--- src/rtl/bht_ram.sv ---
// Generic simple dual-port RAM: one write port, one read port, registered read.
// No dependencies.
`default_nettype none

module bht_ram #(
	parameter int WIDTH = 8,
	parameter int DEPTH = 16
) (
	input  wire logic                                    clk,
	input  wire logic                                    we,
	input  wire logic [(DEPTH > 1 ? $clog2(DEPTH) : 1)-1:0] waddr,
	input  wire logic [WIDTH-1:0]                        wdata,
	input  wire logic                                    re,
	input  wire logic [(DEPTH > 1 ? $clog2(DEPTH) : 1)-1:0] raddr,
	output logic      [WIDTH-1:0]                        rdata
);

	logic [WIDTH-1:0] mem_q [DEPTH];

	always_ff @(posedge clk) begin
		if (we) begin
			mem_q[waddr] <= wdata;
		end
		if (re) begin
			rdata <= mem_q[raddr];
		end
	end

endmodule

`default_nettype wire
--- config.mk ---
export PLATFORM = sky130hd
export DESIGN_NAME = bht_ram
export DESIGN_NICKNAME = d
export VERILOG_FILES = /design/src/rtl/bht_ram.sv
export SDC_FILE = /design/constraint.sdc
export NUM_CORES = 1
export LEC_CHECK = 0
export BUFFER_PORTS_ARGS = -buffer_cell sky130_fd_sc_hd__buf_2
export CAP_MARGIN = 20
export CORE_MARGIN = 8
export CORE_UTILIZATION = 55
export CTS_BUF_LIST = sky130_fd_sc_hd__clkbuf_2
export CTS_CLUSTER_SIZE = 28
export DETAILED_ROUTE_END_ITERATION = 16
export PLACE_DENSITY_LB_ADDON = 0.3
export SYNTH_ARGS = -nofsm -noshare
export SYNTH_HDL_FRONTEND = slang
export SYNTH_SLANG_ARGS = --single-unit
--- constraint.sdc ---
create_clock -name clk -period 2.15 [get_ports clk]
set_clock_uncertainty 0.05 [all_clocks]
set_input_delay 0.215 -clock clk [delete_from_list [all_inputs] [get_ports clk]]
set_output_delay 0.215 -clock clk [all_outputs]
set_load 0.01 [all_outputs]
==> metrics.yaml <==
outcome:
  outcome: "completed"
clock_tree:
  clock_sinks: 136
  htree_num_levels: 4
  cts_tree: "built"
  hold_buffers: 9
  post-cts-setup-buffers: 0
  clkTransAtPathRegs_ns: 0.21
  cts_root_buf: "clkbuf_2"
  clockBufferDepth: 2
  numCtsBuffers: 17
  ctsResizeCount: 0
  clock_latency_ns: 0.62
critical_path:
  r2r_cells: 3
  endpoint_kind: "flop"
  cp.arrival_ns: 1.90
  ff2ff_setup_slack_ns: 0.59
  r2r-end: "rdata[5]"
  path_class: "flop to flop"
  cp.required_ns: 2.49
  crit_fanout: 1
  regToRegStartpoint: "mem_q[1][5]"
  crit_path_start_kind: "flop"
global_routing:
  grt_max_degree: 33
  grt_pass1_vias: 2633
  grt.total_usage_pct: 16.5
  antenna_found_initial: 0
  grt_overflow: 0
  grt_pass1_wl_um: 15300
power_and_ir_drop:
  p_total_uw: 4810
  vdd_drop_max_mv: 0.383
  p_leak_uw: 0.00201
  p_per_area_nw_per_um2: 806
die:
  std_cell_rows: 35
  start_util_pct: 56.6
  dieArea_um2: 12900
  core_um2: 9240
  die_h_um: 113
  die_x_um: 113
  pin_count: 27
timing:
  final.setup.tns_ns: 0
  period_minus_slack_ns: 1.56
  fmax_ghz: 0.642
  worst_slew_pin_slew_ns: 0.422
  setup_viol: 0
  finalHoldViolations: 0
  fin_crit_sh_pct: 72.4
  drv_slew: 0
  rsz0062_at_grt: "false"
  max-slew-margin-rel_pct: 71.8
finish:
  finalCoreUtilization_pct: 64.6
  area_growth_pct: 14.1
  fill_cells: 639
  num_antenna_cells: 0
  fin_nets: 313
  drive_gt1_share_pct: 30.9
placement:
  port_buffers: 26
  place_hpwl_um: 6200
  gp_congestion: 0.700
synthesis:
  yosysWarningCount: 0
  synth_area_leaders: "edfxtp_1 (78%), mux4_2 (7.8%), mux4_1 (7.0%), a22oi_1 (2.3%), nor2_1 (0.93%)"
  yosysUniqueCellTypes: 18
  ys_seq_area_share_pct: 78.1
  ys_ff_latch: 136
  syn_avg_cell_area_um2: 22.8
  netlist_area_um2: 5230
  synth_top_area_cell: "edfxtp_1"
  synth_top_area_share_pct: 78.1
  syn_nets: 248
  netlist_instances: 229
job:
  max-cap-violations: 0
min_path:
  hold_path_depth: 3
  hold-path-endpoint: "mem_q[0][4]"
  hold_path_class: "primary input to flop"
  min_from: "waddr[1]"
drt:
  drt_pre_antenna_iters: 4
  routed_wl_um: 9960
  drc_errors: 0
  drt-wirelength-per-cell_um: 22.9
  drtAntennaViolNets: 0
  via_count: 2535
  post_drt_via_cell_ratio: 5.81
  drt_first_iter_violations: 220
[through the flow]
step	setup slack (ns)	hold slack, ns	area, um^2	cells
3_3_place_gp	0.311	0.550	5630	395
6_report	0.593	0.0918	5970	436
5_1_grt	0.497	0.0126	5970	436
3_5_place_dp	0.297	0.555	5630	395
2_1_floorplan	0.392	0.264	5230	229
4_1_cts	0.563	0.0111	5970	436
[cells in the mapped netlist]
cell type        instances
edfxtp_1               136
buf_4                    1
mux4_1                  14
buf_6                    3
nand2b_1                 2
nor3_1                   4
a22oi_1                 16
and2_1                   1
nand3_1                  1
nand3b_1                 2
or3b_2                   1
mux4_2                  18
nor2b_1                  1
buf_2                    3
clkdlybuf4s25_2          3
nor2_1                  13
and2b_1                  1
nand2_1                  9
[registers in the layout, indices dropped and copies added (netlist names)]
signal,count
mem_q,128
rdata,8
[worst max-delay path, cell delays in order (launching register included)]
cell      delay, ns
edfxtp_1       0.41
mux4_1         0.52
a22oi_1        0.26
nand2_1        0.09
[cells in the final DEF, fill, tap and decap left out, drive strengths merged]
cell type	instances
edfxtp	136
buf	47
mux4	32
clkbuf	18
a22oi	16
nor2	13
nand2	9
dlygate4sd3	9
clkinv	6
clkinvlp	5
nor3	4
bufinv	3
nand3b	2
nand2b	2
nor2b	1
and2	1
and2b	1
nand3	1
or3b	1
[layout make-up]
cell class / count / area, um^2 / share of cell area [%]
tap: 129 / 161 / 2.71
clock inverter: 14 / 158 / 2.64
timing repair buffer: 56 / 415 / 6.96
sequential: 136 / 4080 / 68.5
multi-input combinational: 83 / 1060 / 17.7
clock buffer: 18 / 90.1 / 1.51
[where the power goes]
group / internal [uW] / switching (uW) / leakage, uW
Clock: 635 / 883 / 0.000135
Combinational: 132 / 159 / 0.000635
Sequential: 2980 / 15.9 / 0.00124
[worst max-delay path by stage]
stage,from,endpoint,slack [ns],cells past startpoint
2_1_floorplan,waddr[2],mem_q[0][0],0.39,2
5_1_grt,mem_q[11][7],rdata[7],0.50,3
3_3_place_gp,raddr[0],rdata[2],0.31,5
6_report,mem_q[1][5],rdata[5],0.59,3
3_5_place_dp,raddr[0],rdata[2],0.30,5
4_1_cts,mem_q[2][2],rdata[2],0.56,3
[kinds of logic after synthesis]
kind of cell    Yosys count  synth area share (%)
compound gates           16                  2.30
buf+inv                  10                  1.65
flops                   136                  78.1
mux                      32                  14.8
simple gates             35                  3.14
[routing by layer]
metal | GRT usage (%) | vias up | routed length (um)
met1 | 22.5 | 1326 | 4420
met2 | 25.4 | 91 | 4880
met4 | 5.24 | 0 | 86
met5 | 0 | - | 0
met3 | 4.23 | 7 | 573
li1 | - | 1111 | -
Note: power is estimated with default switching activity, not from simulation.
